$ cat config.mk
export PLATFORM = sky130hd
export DESIGN_NAME = flash_range_erase_planner_core
export DESIGN_NICKNAME = d
export VERILOG_FILES = /design/src/hw/rtl/fre_pkg.sv /design/src/hw/rtl/fre_fifo.sv /design/src/hw/rtl/fre_front.sv /design/src/hw/rtl/fre_back.sv /design/src/hw/rtl/flash_range_erase_planner_core.sv
export SDC_FILE = /design/constraint.sdc
export NUM_CORES = 1
export LEC_CHECK = 0
export ABC_AREA = 1
export BUFFER_PORTS_ARGS = -buffer_cell sky130_fd_sc_hd__buf_2
export CORE_UTILIZATION = 51
export CTS_BUF_LIST = sky130_fd_sc_hd__clkbuf_8
export DETAILED_ROUTE_END_ITERATION = 8
export GPL_TIMING_DRIVEN = 0
export HOLD_SLACK_MARGIN = 0.05
export PLACE_DENSITY = 0.65
export SYNTH_ARGS = -nofsm -noshare
export SYNTH_HDL_FRONTEND = slang
export SYNTH_HIERARCHICAL = 1
export SYNTH_SLANG_ARGS = --single-unit
$ cat constraint.sdc
create_clock -name clk -period 7.66 [get_ports clk]
set_input_delay 1.149 -clock clk [delete_from_list [all_inputs] [get_ports clk]]
set_output_delay 1.149 -clock clk [all_outputs]
set_load 0.02 [all_outputs]
$ cat src/hw/rtl/fre_pkg.sv
package fre_pkg;

  localparam int ADDR_W      = 32;
  localparam int SECTOR_LOG2 = 12;
  localparam int BLOCK_LOG2  = 16;
  localparam int SECTOR_BYTES = 1 << SECTOR_LOG2;
  localparam int BLOCK_BYTES  = 1 << BLOCK_LOG2;
  localparam int CNT_W        = ADDR_W - BLOCK_LOG2;

  localparam int CMD_QUEUE_DEPTH = 2;
  localparam int RES_QUEUE_DEPTH = 2;

  localparam logic MODE_START = 1'b0;
  localparam logic MODE_NEXT  = 1'b1;

  localparam logic [1:0] KIND_SECTOR = 2'd0;
  localparam logic [1:0] KIND_BLOCK  = 2'd1;
  localparam logic [1:0] KIND_NONE   = 2'd2;

  typedef enum logic [3:0] {
    PH_IDLE   = 4'b0001,
    PH_HEAD   = 4'b0010,
    PH_MIDDLE = 4'b0100,
    PH_TAIL   = 4'b1000
  } phase_t;

  typedef struct packed {
    logic              mode;
    logic [ADDR_W-1:0] start_address;
    logic [ADDR_W-1:0] byte_count;
  } in_word_t;

  typedef struct packed {
    logic [1:0]        erase_kind;
    logic [ADDR_W-1:0] erase_address;
    logic              last;
  } out_word_t;

  typedef struct packed {
    phase_t            phase;
    logic [ADDR_W-1:0] addr;
    logic [CNT_W-1:0]  cnt;
    logic [ADDR_W-1:0] end_addr;
    logic [ADDR_W-1:0] rest;
  } plan_t;

  typedef struct packed {
    logic  mode;
    plan_t plan;
  } cmd_word_t;

  // first non-empty phase from addr with size bytes to go
  function automatic plan_t plan_from(input logic head_ok, input logic mid_ok,
                                      input logic [ADDR_W-1:0] addr,
                                      input logic [ADDR_W-1:0] size);
    plan_t                 p;
    logic [BLOCK_LOG2-1:0] off;
    logic [BLOCK_LOG2:0]   room;
    logic [BLOCK_LOG2:0]   head;
    logic [BLOCK_LOG2+1:0] sum;
    off  = addr[BLOCK_LOG2-1:0];
    room = (BLOCK_LOG2+1)'(BLOCK_BYTES) - {1'b0, off};
    head = (ADDR_W'(room) > size) ? size[BLOCK_LOG2:0] : room;
    p.phase    = PH_IDLE;
    p.addr     = '0;
    p.cnt      = '0;
    p.end_addr = '0;
    p.rest     = '0;
    if (head_ok && off != '0 && size != '0) begin
      sum        = {1'b0, head} + (BLOCK_LOG2+2)'(SECTOR_BYTES - 1);
      p.phase    = PH_HEAD;
      p.addr     = addr;
      p.cnt      = CNT_W'(sum >> SECTOR_LOG2);
      p.end_addr = addr + ADDR_W'(head);
      p.rest     = size - ADDR_W'(head);
    end else if (mid_ok && size > ADDR_W'(BLOCK_BYTES)) begin
      p.phase    = PH_MIDDLE;
      p.addr     = addr;
      p.cnt      = size[ADDR_W-1:BLOCK_LOG2];
      p.end_addr = addr + {size[ADDR_W-1:BLOCK_LOG2], {BLOCK_LOG2{1'b0}}};
      p.rest     = {{(ADDR_W-BLOCK_LOG2){1'b0}}, size[BLOCK_LOG2-1:0]};
    end else if (size != '0) begin
      // tail never exceeds one block here
      sum        = {1'b0, size[BLOCK_LOG2:0]} + (BLOCK_LOG2+2)'(SECTOR_BYTES - 1);
      p.phase    = PH_TAIL;
      p.addr     = addr;
      p.cnt      = CNT_W'(sum >> SECTOR_LOG2);
      p.end_addr = addr;
      p.rest     = '0;
    end
    return p;
  endfunction

endpackage

$ cat src/hw/rtl/fre_fifo.sv
module fre_fifo #(
  parameter int W     = 8,
  parameter int DEPTH = 2
) (
  input  logic         clk,
  input  logic         rst_n,
  input  logic         push,
  input  logic [W-1:0] wdata,
  output logic         full,
  input  logic         pop,
  output logic [W-1:0] rdata,
  output logic         empty
);

  localparam int AW = (DEPTH > 1) ? $clog2(DEPTH) : 1;
  localparam int CW = $clog2(DEPTH + 1);

  logic [W-1:0]  mem_r [DEPTH];
  logic [AW-1:0] wr_ptr_r, wr_ptr_nxt;
  logic [AW-1:0] rd_ptr_r, rd_ptr_nxt;
  logic [CW-1:0] cnt_r, cnt_nxt;
  logic          do_push, do_pop;

  assign full    = (cnt_r == CW'(DEPTH));
  assign empty   = (cnt_r == '0);
  assign do_push = push & ~full;
  assign do_pop  = pop & ~empty;
  assign rdata   = mem_r[rd_ptr_r];

  always_comb begin
    wr_ptr_nxt = wr_ptr_r;
    rd_ptr_nxt = rd_ptr_r;
    cnt_nxt    = cnt_r;
    if (do_push) begin
      wr_ptr_nxt = (wr_ptr_r == AW'(DEPTH - 1)) ? '0 : wr_ptr_r + 1'b1;
    end
    if (do_pop) begin
      rd_ptr_nxt = (rd_ptr_r == AW'(DEPTH - 1)) ? '0 : rd_ptr_r + 1'b1;
    end
    if (do_push && !do_pop) begin
      cnt_nxt = cnt_r + 1'b1;
    end else if (do_pop && !do_push) begin
      cnt_nxt = cnt_r - 1'b1;
    end
  end

  always_ff @(posedge clk) begin
    if (!rst_n) begin
      wr_ptr_r <= '0;
      rd_ptr_r <= '0;
      cnt_r    <= '0;
    end else begin
      wr_ptr_r <= wr_ptr_nxt;
      rd_ptr_r <= rd_ptr_nxt;
      cnt_r    <= cnt_nxt;
    end
  end

  always_ff @(posedge clk) begin
    if (do_push) begin
      mem_r[wr_ptr_r] <= wdata;
    end
  end

endmodule

$ cat src/hw/rtl/fre_front.sv
module fre_front (
  input  logic                 in_push,
  input  fre_pkg::in_word_t    in_word,
  input  logic                 q_full,
  output logic                 q_push,
  output fre_pkg::cmd_word_t   q_word
);

  // start words are planned here, next words pass through
  always_comb begin
    q_word.mode = in_word.mode;
    if (in_word.mode == fre_pkg::MODE_START) begin
      q_word.plan = fre_pkg::plan_from(1'b1, 1'b1, in_word.start_address,
                                       in_word.byte_count);
    end else begin
      q_word.plan.phase    = fre_pkg::PH_IDLE;
      q_word.plan.addr     = '0;
      q_word.plan.cnt      = '0;
      q_word.plan.end_addr = '0;
      q_word.plan.rest     = '0;
    end
  end

  assign q_push = in_push & ~q_full;

endmodule

$ cat src/hw/rtl/fre_back.sv
module fre_back (
  input  logic                clk,
  input  logic                rst_n,
  input  logic                q_empty,
  input  fre_pkg::cmd_word_t  q_word,
  output logic                q_pop,
  input  logic                res_full,
  output logic                res_push,
  output fre_pkg::out_word_t  res_word
);

  fre_pkg::plan_t plan_r, plan_nxt;
  fre_pkg::plan_t cur;
  fre_pkg::plan_t after;
  fre_pkg::plan_t idle_plan;
  logic           fire;
  logic           is_block;

  assign fire     = ~q_empty & ~res_full;
  assign q_pop    = fire;
  assign res_push = fire;

  assign cur      = (q_word.mode == fre_pkg::MODE_START) ? q_word.plan : plan_r;
  assign is_block = (cur.phase == fre_pkg::PH_MIDDLE);

  always_comb begin
    idle_plan.phase    = fre_pkg::PH_IDLE;
    idle_plan.addr     = '0;
    idle_plan.cnt      = '0;
    idle_plan.end_addr = '0;
    idle_plan.rest     = '0;
  end

  // step within the current phase, or move to the following one
  always_comb begin
    after      = cur;
    after.addr = cur.addr + (is_block ? fre_pkg::ADDR_W'(fre_pkg::BLOCK_BYTES)
                                      : fre_pkg::ADDR_W'(fre_pkg::SECTOR_BYTES));
    after.cnt  = cur.cnt - 1'b1;
    if (cur.cnt == fre_pkg::CNT_W'(1)) begin
      unique case (cur.phase)
        fre_pkg::PH_HEAD:   after = fre_pkg::plan_from(1'b0, 1'b1, cur.end_addr, cur.rest);
        fre_pkg::PH_MIDDLE: after = fre_pkg::plan_from(1'b0, 1'b0, cur.end_addr, cur.rest);
        fre_pkg::PH_TAIL:   after = idle_plan;
        default:            after = idle_plan;
      endcase
    end
  end

  always_comb begin
    if (cur.phase == fre_pkg::PH_IDLE) begin
      plan_nxt               = cur;
      res_word.erase_kind    = fre_pkg::KIND_NONE;
      res_word.erase_address = '0;
      res_word.last          = 1'b1;
    end else begin
      plan_nxt               = after;
      res_word.erase_kind    = is_block ? fre_pkg::KIND_BLOCK : fre_pkg::KIND_SECTOR;
      res_word.erase_address = cur.addr;
      res_word.last          = (after.phase == fre_pkg::PH_IDLE);
    end
  end

  always_ff @(posedge clk) begin
    if (!rst_n) begin
      plan_r <= idle_plan;
    end else if (fire) begin
      plan_r <= plan_nxt;
    end
  end

endmodule

$ cat src/hw/rtl/flash_range_erase_planner_core.sv
// Erase planner: every word pushed in yields exactly one result word. A start
// word (mode 0) plans a new request and returns its first command; a next word
// (mode 1) returns the following command, with last set on the final one and
// on any word that has nothing to erase. Unaligned heads go out as sector
// erases, whole blocks as block erases if more than one block remains, and
// the remainder as sector erases. One word per cycle is sustained while the
// output queue has room. A word is registered in the input queue, and the
// sequencer forms its result in the cycle it leaves that queue, writing it to
// the output queue, so the sequencer's state update sets the rate.
module flash_range_erase_planner_core #(
  parameter int CMD_DEPTH = fre_pkg::CMD_QUEUE_DEPTH,
  parameter int RES_DEPTH = fre_pkg::RES_QUEUE_DEPTH
) (
  input  logic               clk,
  input  logic               rst_n,
  input  logic               in_push,
  input  fre_pkg::in_word_t  in_word,
  output logic               in_full,
  output logic               out_empty,
  input  logic               out_pop,
  output fre_pkg::out_word_t out_word
);

  fre_pkg::cmd_word_t front_word;
  fre_pkg::cmd_word_t cmd_word;
  fre_pkg::out_word_t res_word;
  logic               front_push;
  logic               cmd_empty;
  logic               cmd_pop;
  logic               res_push;
  logic               res_full;

  fre_front u_front (
    .in_push (in_push),
    .in_word (in_word),
    .q_full  (in_full),
    .q_push  (front_push),
    .q_word  (front_word)
  );

  fre_fifo #(
    .W     ($bits(fre_pkg::cmd_word_t)),
    .DEPTH (CMD_DEPTH)
  ) u_cmd_q (
    .clk   (clk),
    .rst_n (rst_n),
    .push  (front_push),
    .wdata (front_word),
    .full  (in_full),
    .pop   (cmd_pop),
    .rdata (cmd_word),
    .empty (cmd_empty)
  );

  fre_back u_back (
    .clk      (clk),
    .rst_n    (rst_n),
    .q_empty  (cmd_empty),
    .q_word   (cmd_word),
    .q_pop    (cmd_pop),
    .res_full (res_full),
    .res_push (res_push),
    .res_word (res_word)
  );

  fre_fifo #(
    .W     ($bits(fre_pkg::out_word_t)),
    .DEPTH (RES_DEPTH)
  ) u_res_q (
    .clk   (clk),
    .rst_n (rst_n),
    .push  (res_push),
    .wdata (res_word),
    .full  (res_full),
    .pop   (out_pop),
    .rdata (out_word),
    .empty (out_empty)
  );

endmodule
==> results.tsv, run 1 <==
stage	metric	value	unit
timing	hold_violations	0	
clocking	post-cts-setup-buffers	0	
clocking	cts_tree	built	
synth	ys_top_cells_by_area	edfxtp_1 (33%), nand2_1 (12%), dfxtp_1 (9.2%)	
worst_setup_path	endpoint	u_cmd_q/mem_r[0][20]	
synth	synth_mux_area_frac	0.0773	
worst_setup_path	reg2reg_to	u_back/plan_r[62]	
synth	ys.flop_type	edfxtp_1	
die	num_rows	84	
job	drv_cap	0	
global_route	antenna_found_initial	2	
worst_setup_path	critPathArrivalTime	7.36	ns
clocking	clockRootBuffer	clkbuf_8	
worst_setup_path	critPathKind	in2reg	
worst_setup_path	crit_path_end_kind	flip-flop	
finish	final_cells	4293	
global_route	first_global_vias	23100	
clocking	cts_resized	0	
detailed_routing	vias_per_cell	5.77	
finish	postLayoutCellArea	30600	um2
detailed_routing	via_count	24800	
worst_setup_path	r2r_slack	2.51	ns
synth	ys_warn_count	6	
global_route	grt.total_usage	0.346	
die	die-area	54900	um2
die	io_pins	106	
detailed_routing	drtAntennaViolNets	0	
synth	synthTopCellsByCount	nand2_1 (859), inv_1 (348), edfxtp_1 (304), nor2_1 (296), a21oi_1 (248)	
synth	postSynthCellCount	3354	
placed_design	place_congestion	1.05	
clocking	cts_sinks	430	
synth	synthesis.nets	3521	
timing	slew_violations	0	
worst_setup_path	cp_slowest_cell	nor3_4	
finish	drive_above_1_share	0.167	
clocking	clkTransAtPathRegs	0.06	ns
finish	syn2layout_area_growth	11.3	%
timing	fin_crit	6.98	ns
timing	worstMarginPinSlew	0.990	ns
worst_setup_path	cp_max_fo	10	
timing	setup_viol	0	
synth	yosys.area_share.simple	0.241	
worst_setup_path	startpoint_type	primary input	
timing	rsz0062_at_grt	false	
synth	synth_top_family_by_area	simple AND/OR/NAND/NOR gates	
global_route	grt_max_degree	34	
timing	slew_headroom	0.340	
synth	ys_seq_area_frac	0.423	
synth	synth-seq-cells	430	
synth	syn-cell-area	27500	um2
synth	synth_edf_count	304	
global_route	grt_overflow	0	
placed_design	place_hpwl	75100	um
finish	final_nets	3710	
detailed_routing	wl	95900	um
placed_design	dpl_cell_area	29100	um2
clocking	cts_buffer_depth	3	
clocking	hold_buffers	0	
placed_design	port_buffers	104	
synth	synth_top_area_cell	edfxtp_1	
die	core	53000	um2
worst_setup_path	worstPathRequired	8.04	ns
power_and_ir_drop	peakVddDrop	268	uV
synth	synth_cell_types	63	
timing	fmax	143	MHz
detailed_routing	route.detailed.drc	0	
timing	post-route-period-util	0.912	
synth	async_reset_ff_frac	0	
worst_setup_path	cp_slowest_stage_delay	0.40	ns
worst_hold_path	hold_path_class	reg2reg	
run_status	status	finished, final reports clean	
power_and_ir_drop	finalPower	11.9	mW
synth	yosys.area_share.adder	0.0457	
synth	synthXorXnorAreaFrac	0.0204	
worst_setup_path	critPathMostFrequentCell	nand2_1	
timing	fin_skew	0.0550	ns
detailed_routing	wire_per_inst	22.3	um
global_route	grt_pass1_wl	140000	um
die	die_w	234	um
clocking	clk_latency	0.67	ns
clocking	htreeDepth	3	
power_and_ir_drop	p_leak	13.4	nW
detailed_routing	drt_iter0_drc	2660	
synth	synth_compound_area_frac	0.112	
synth	synth_top_area_share	0.332	
placed_design	placed_cells	4154	
worst_setup_path	cp-startpoint	in_word[32]	
detailed_routing	first_pass_iters	8	
synth	synth_most_common_cell	nand2_1	
synth	synth_area_per_cell	8.20	um2
die	initial_core_util	0.519	
worst_setup_path	r2r_cells	23	
die	fp.dieH	234	um
clocking	numCtsBuffers	75	
power_and_ir_drop	p_per_area	390	nW/um2
[flip-flops by register name, indices dropped and copies added, names as in the netlist, named ones only]
| name | count |
|---|---|
| u_back/plan_r | 116 |
| u_cmd_q/cnt_r | 2 |
| u_cmd_q/mem_r | 234 |
| u_cmd_q/rd_ptr_r | 1 |
| u_cmd_q/wr_ptr_r | 1 |
| u_res_q/cnt_r | 2 |
| u_res_q/mem_r | 70 |
| u_res_q/rd_ptr_r | 1 |
| u_res_q/wr_ptr_r | 1 |
[power breakdown]
group	total, mW	internal, mW	switching (mW)
logic	6.27	2.07	4.20
registers	3.52	3.29	0.230
clock network	2.14	1.17	0.967
total	11.9	6.53	5.40
[metal layers]
| layer | track usage | up-vias | routed length [um] |
|---|---|---|---|
| li1 | - | 11600 | - |
| met1 | 0.465 | 11700 | 40500 |
| met2 | 0.536 | 1222 | 42300 |
| met3 | 0.0548 | 237 | 7870 |
| met4 | 0.186 | 2 | 5280 |
| met5 | 0 | - | 13 |
[critical path: cells and delay by family]
family | cells | cell delay, ns
buf+inv | 6 | 0.95
fa+ha+maj | 4 | 1.04
compound gates | 5 | 1.27
simple gates | 21 | 2.91
[kinds of logic (layout without fill, tap and decap cells)]
kind of cell | Yosys count | in the layout
AOI/OAI and AO/OA | 553 | 553
xor gates and xnor gates | 64 | 64
adders and majority gates | 98 | 98
buffers and inverters | 504 | 752
DFF | 430 | 430
muxes | 171 | 171
other | 0 | 3
and+or+nand+nor | 1534 | 1534
[per-stage QoR]
stage | worst slack (ns) | TNS (ns) | utilization | hold slack [ns]
after floorplan | 0.801 | 0 | - | 0.435
after global routing | 0.245 | 0 | 0.578 | 0.474
after detailed placement | 0.244 | 0 | 0.549 | 0.455
after global placement | -2.20 | -508.61 | 0.546 | 0.447
after CTS | 0.901 | 0 | 0.578 | 0.464
final | 0.677 | 0 | 0.578 | 0.463
[cells in the final DEF (no fill, tap or decap), types with 83 or more instances in the layout]
cell,instances
a21oi_1,248
buf_2,142
clkbuf_8,83
dfxtp_1,126
edfxtp_1,304
ha_1,94
inv_1,370
mux2_2,92
nand2_1,859
nand3_1,191
nor2_1,292
o21ai_0,160
[final cells by class]
cell class | instances | area, um2
multi-input cells | 2420 | 13700
clock buffers | 83 | 1140
inverters | 380 | 1430
plain buffers | 124 | 772
flip-flops and latches | 430 | 11700
diodes | 3 | 7.51
well taps | 688 | 861
fillers | 4890 | 22400
repair buffers | 112 | 681
clock inverters | 53 | 374
[worst min path at each step]
stage / from / end / slack [ns] / cells after the start
6_report: u_back/plan_r[111] / u_back/plan_r[111] / 0.46 / 2
5_1_grt: u_back/plan_r[93] / u_back/plan_r[93] / 0.47 / 2
4_1_cts: u_back/plan_r[111] / u_back/plan_r[111] / 0.46 / 2
3_5_place_dp: u_back/plan_r[111] / u_back/plan_r[111] / 0.45 / 2
3_3_place_gp: u_back/plan_r[63] / u_back/plan_r[63] / 0.45 / 2
2_1_floorplan: u_back/plan_r[113] / u_back/plan_r[113] / 0.44 / 2
Power figures use the tool's default switching activity.
==> run 2, diff against run 1 <==
- ABC_AREA: 1 -> default
- CORE_ASPECT_RATIO: default -> 1.5
==> results.tsv, run 2 <==
stage	metric	value	unit	change
die	core	49700	um2	-6.2%
timing	post-route-period-util	0.975		+0.0631
timing	slew_violations	0		unchanged
clocking	cts_tree	built		
worst_hold_path	hold_start	u_back/plan_r[5]		
finish	largest_reg_flops	234		unchanged
global_route	grt_pass1_wl	127000	um	-9.0%
timing	fmax	134	MHz	-6.5%
die	initial_core_util	0.518		-0.00158
finish	mostFrequentLayoutCell	edfxtp_1		
timing	rsz0062_at_grt	true		
synth	synth_top_area_share	0.355		+0.0231
timing	worstMarginPinSlew	1.14	ns	+0.148 ns
synth	synth_area_per_cell	10.6	um2	+30%
clocking	cts_sinks	430		unchanged
timing	slew_headroom	0.238		-0.102
finish	syn2layout_area_growth	12.6	%	
synth	synth_most_common_cell	edfxtp_1		
timing	fin_skew	0.0313	ns	-0.0237 ns
global_route	grt_overflow	0		unchanged
synth	synth_edf_count	304		unchanged
finish	largest-register	u_cmd_q/mem_r		
power_and_ir_drop	peakVddDrop	190	uV	-29%
detailed_routing	drtAntennaViolNets	0		unchanged
clocking	hold_buffers	0		unchanged
clocking	clkTransAtPathRegs	0.06	ns	about the same
clocking	numCtsBuffers	66		-12%
synth	synth_cell_types	103		+63%
synth	postSynthCellCount	2416		-28%
placed_design	placed_cells	3195		-23%
synth	ys_warn_count	6		unchanged
die	num_rows	100		+19%
timing	hold_violations	0		unchanged
die	die_w	185	um	-21%
detailed_routing	route.detailed.drc	0		unchanged
worst_setup_path	startpoint_type	primary input		
timing	fin_crit	7.47	ns	+0.483 ns
synth	synth_top_area_cell	edfxtp_1		
worst_setup_path	worstPathRequired	8.11	ns	+0.07 ns
clocking	htreeDepth	3		unchanged
synth	synthesis.nets	2583		-27%
die	die-area	51400	um2	-6.4%
worst_setup_path	cp_max_fo	10		unchanged
power_and_ir_drop	p_per_area	371	nW/um2	-4.7%
global_route	grt.total_usage	0.339		-0.00692
worst_setup_path	cp-startpoint	in_word[36]		
global_route	grt_max_degree	52		+53%
placed_design	place_congestion	0.987		-6.4%
synth	ys_seq_area_frac	0.453		+0.0295
die	io_pins	106		unchanged
worst_setup_path	critPathKind	in2reg		
detailed_routing	drt_iter0_drc	1608		-40%
finish	top_regs	u_cmd_q/mem_r x234, u_back/plan_r x116, u_res_q/mem_r x70		
clocking	clockRootBuffer	clkbuf_8		
synth	ys_top_cells_by_area	edfxtp_1 (35%), dfxtp_1 (9.8%), mux2_2 (6.7%)		
synth	synth-seq-cells	430		unchanged
finish	final_nets	2771		-25%
die	fp.dieH	277	um	+18%
clocking	cts_buffer_depth	3		unchanged
worst_setup_path	crit_path_end_kind	flip-flop		
synth	ys.flop_type	edfxtp_1		
timing	setup_viol	0		unchanged
job	drv_cap	0		unchanged
placed_design	port_buffers	105		+0.96%
finish	n_fill_cell	4339		-11%
global_route	first_global_vias	20600		-11%
finish	layout_common_cells	edfxtp_1 (304), a21oi_1 (175), nand2_1 (171), mux2_2 (154), nor2_1 (144)		
finish	drive_above_1_share	0.216		+0.0498
detailed_routing	wl	87300	um	-8.9%
detailed_routing	vias_per_cell	6.26		+8.4%
synth	synthTopCellsByCount	edfxtp_1 (304), a21oi_1 (177), nand2_1 (171), mux2_2 (154), nor2_1 (144)		
worst_setup_path	critPathArrivalTime	7.91	ns	+0.55 ns
detailed_routing	via_count	20800		-16%
detailed_routing	wire_per_inst	26.3	um	+18%
synth	async_reset_ff_frac	0		unchanged
run_status	status	finished, final reports clean		
timing	setup_tns	0	ns	unchanged
clocking	clk_latency	0.64	ns	-0.03 ns
finish	final_cells	3321		-23%
placed_design	place_hpwl	67700	um	-9.9%
worst_hold_path	hold_path_class	reg2reg		
power_and_ir_drop	p_leak	11.1	nW	-18%
detailed_routing	first_pass_iters	6		-2
global_route	antenna_found_initial	3		+1
synth	syn-cell-area	25700	um2	-6.5%
## run 2: cell types whose count changed after synthesis, sizes merged, moves of 32 or more
cell,previous run,this run
nand2,905,173
inv,377,75
nor2,323,145
nand3,192,43
a21oi,250,181
mux2i,19,79
and2,0,54
o21ai,197,151
xnor2,25,64
and3,0,32
mux2,152,184
## run 2: metrics by stage
step                      power (mW)  hold WS (ns)  worst slack (ns)  cell area [um2]   util
after floorplan                 7.02         0.436             0.170            25700      -
after global placement          8.65         0.444             -1.74            27100  0.545
after detailed placement        8.77         0.447             -1.81            27400  0.551
after CTS                       10.7         0.456           0.00665            28800  0.580
after global routing            11.3         0.473           -0.0159            29000  0.583
final                           10.8         0.458             0.194            29000  0.583
## run 2: where the power goes
part           leakage [nW]  internal [mW]  switching [mW]
registers              3.92           3.22           0.228
logic                  6.41           2.01            3.41
clock network         0.744          0.943           0.935
## run 2: path summary, 6_finish.rpt
path,end,slack [ns],depth (start not counted)
min reg2reg,u_back/plan_r[5],0.46,2
max,u_cmd_q/mem_r[1][24],0.19,25
min,u_back/plan_r[5],0.46,2
max reg2reg,u_back/plan_r[63],1.32,22
## run 2: kinds of logic (layout without fill, tap and decap cells)
| logic type | Yosys count | in the layout | share of synthesized area |
|---|---|---|---|
| XOR/XNOR | 101 | 101 | 0.0344 |
| multiplexers | 275 | 275 | 0.127 |
| adder cells (fa/ha/maj) | 99 | 99 | 0.0492 |
| AND/OR/NAND/NOR | 696 | 696 | 0.144 |
| flip-flops | 430 | 430 | 0.453 |
| AO/OA/AOI/OAI | 606 | 606 | 0.154 |
| other | 0 | 1 | 0 |
| buffers and inverters | 209 | 450 | 0.0385 |
## run 2: critical path, cell delays in order
cell	delay, ns
buf_2	0.11
clkbuf_2	0.18
or4_4	0.54
or2_4	0.31
or4_1	0.43
xor2_1	0.17
ha_1	0.32
and3_1	0.17
nand4_1	0.19
a211oi_2	0.37
nor4bb_2	0.11
or4_4	0.60
buf_4	0.22
clkbuf_2	0.21
o21ai_2	0.22
ha_1	0.19
inv_1	0.05
fa_1	0.43
a211oi_2	0.28
o21ai_1	0.14
and4_2	0.31
o2111ai_4	0.29
a211oi_4	0.19
or4_1	0.52
a21oi_1	0.21
## run 2: final cells by class
class                      count  area [um2]  area share
multi-input combinational   1777       13400       0.462
sequential                   430       11700       0.402
clock buffer                  71         977      0.0337
tap                          663         830      0.0286
timing repair buffer         121         821      0.0283
buffer                       131         707      0.0244
clock inverter                50         310      0.0107
inverter                      77         289     0.00998
antenna                        1        2.50   0.0000864
## run 2: repair_timing
action                                  4_1_cts  5_1_grt
endpoints found under the setup margin       70       70
pin swaps                                     1        8
gates resized for setup                      34       24
buffers inserted                              2        3
## run 2: routing by layer
layer / vias to the layer above / share of wire / global-route usage
met5: - / 0 / 0
met1: 10200 / 0.39 / 0.405
met4: 0 / 0.064 / 0.203
met2: 893 / 0.49 / 0.571
li1: 9486 / - / -
met3: 252 / 0.058 / 0.0525
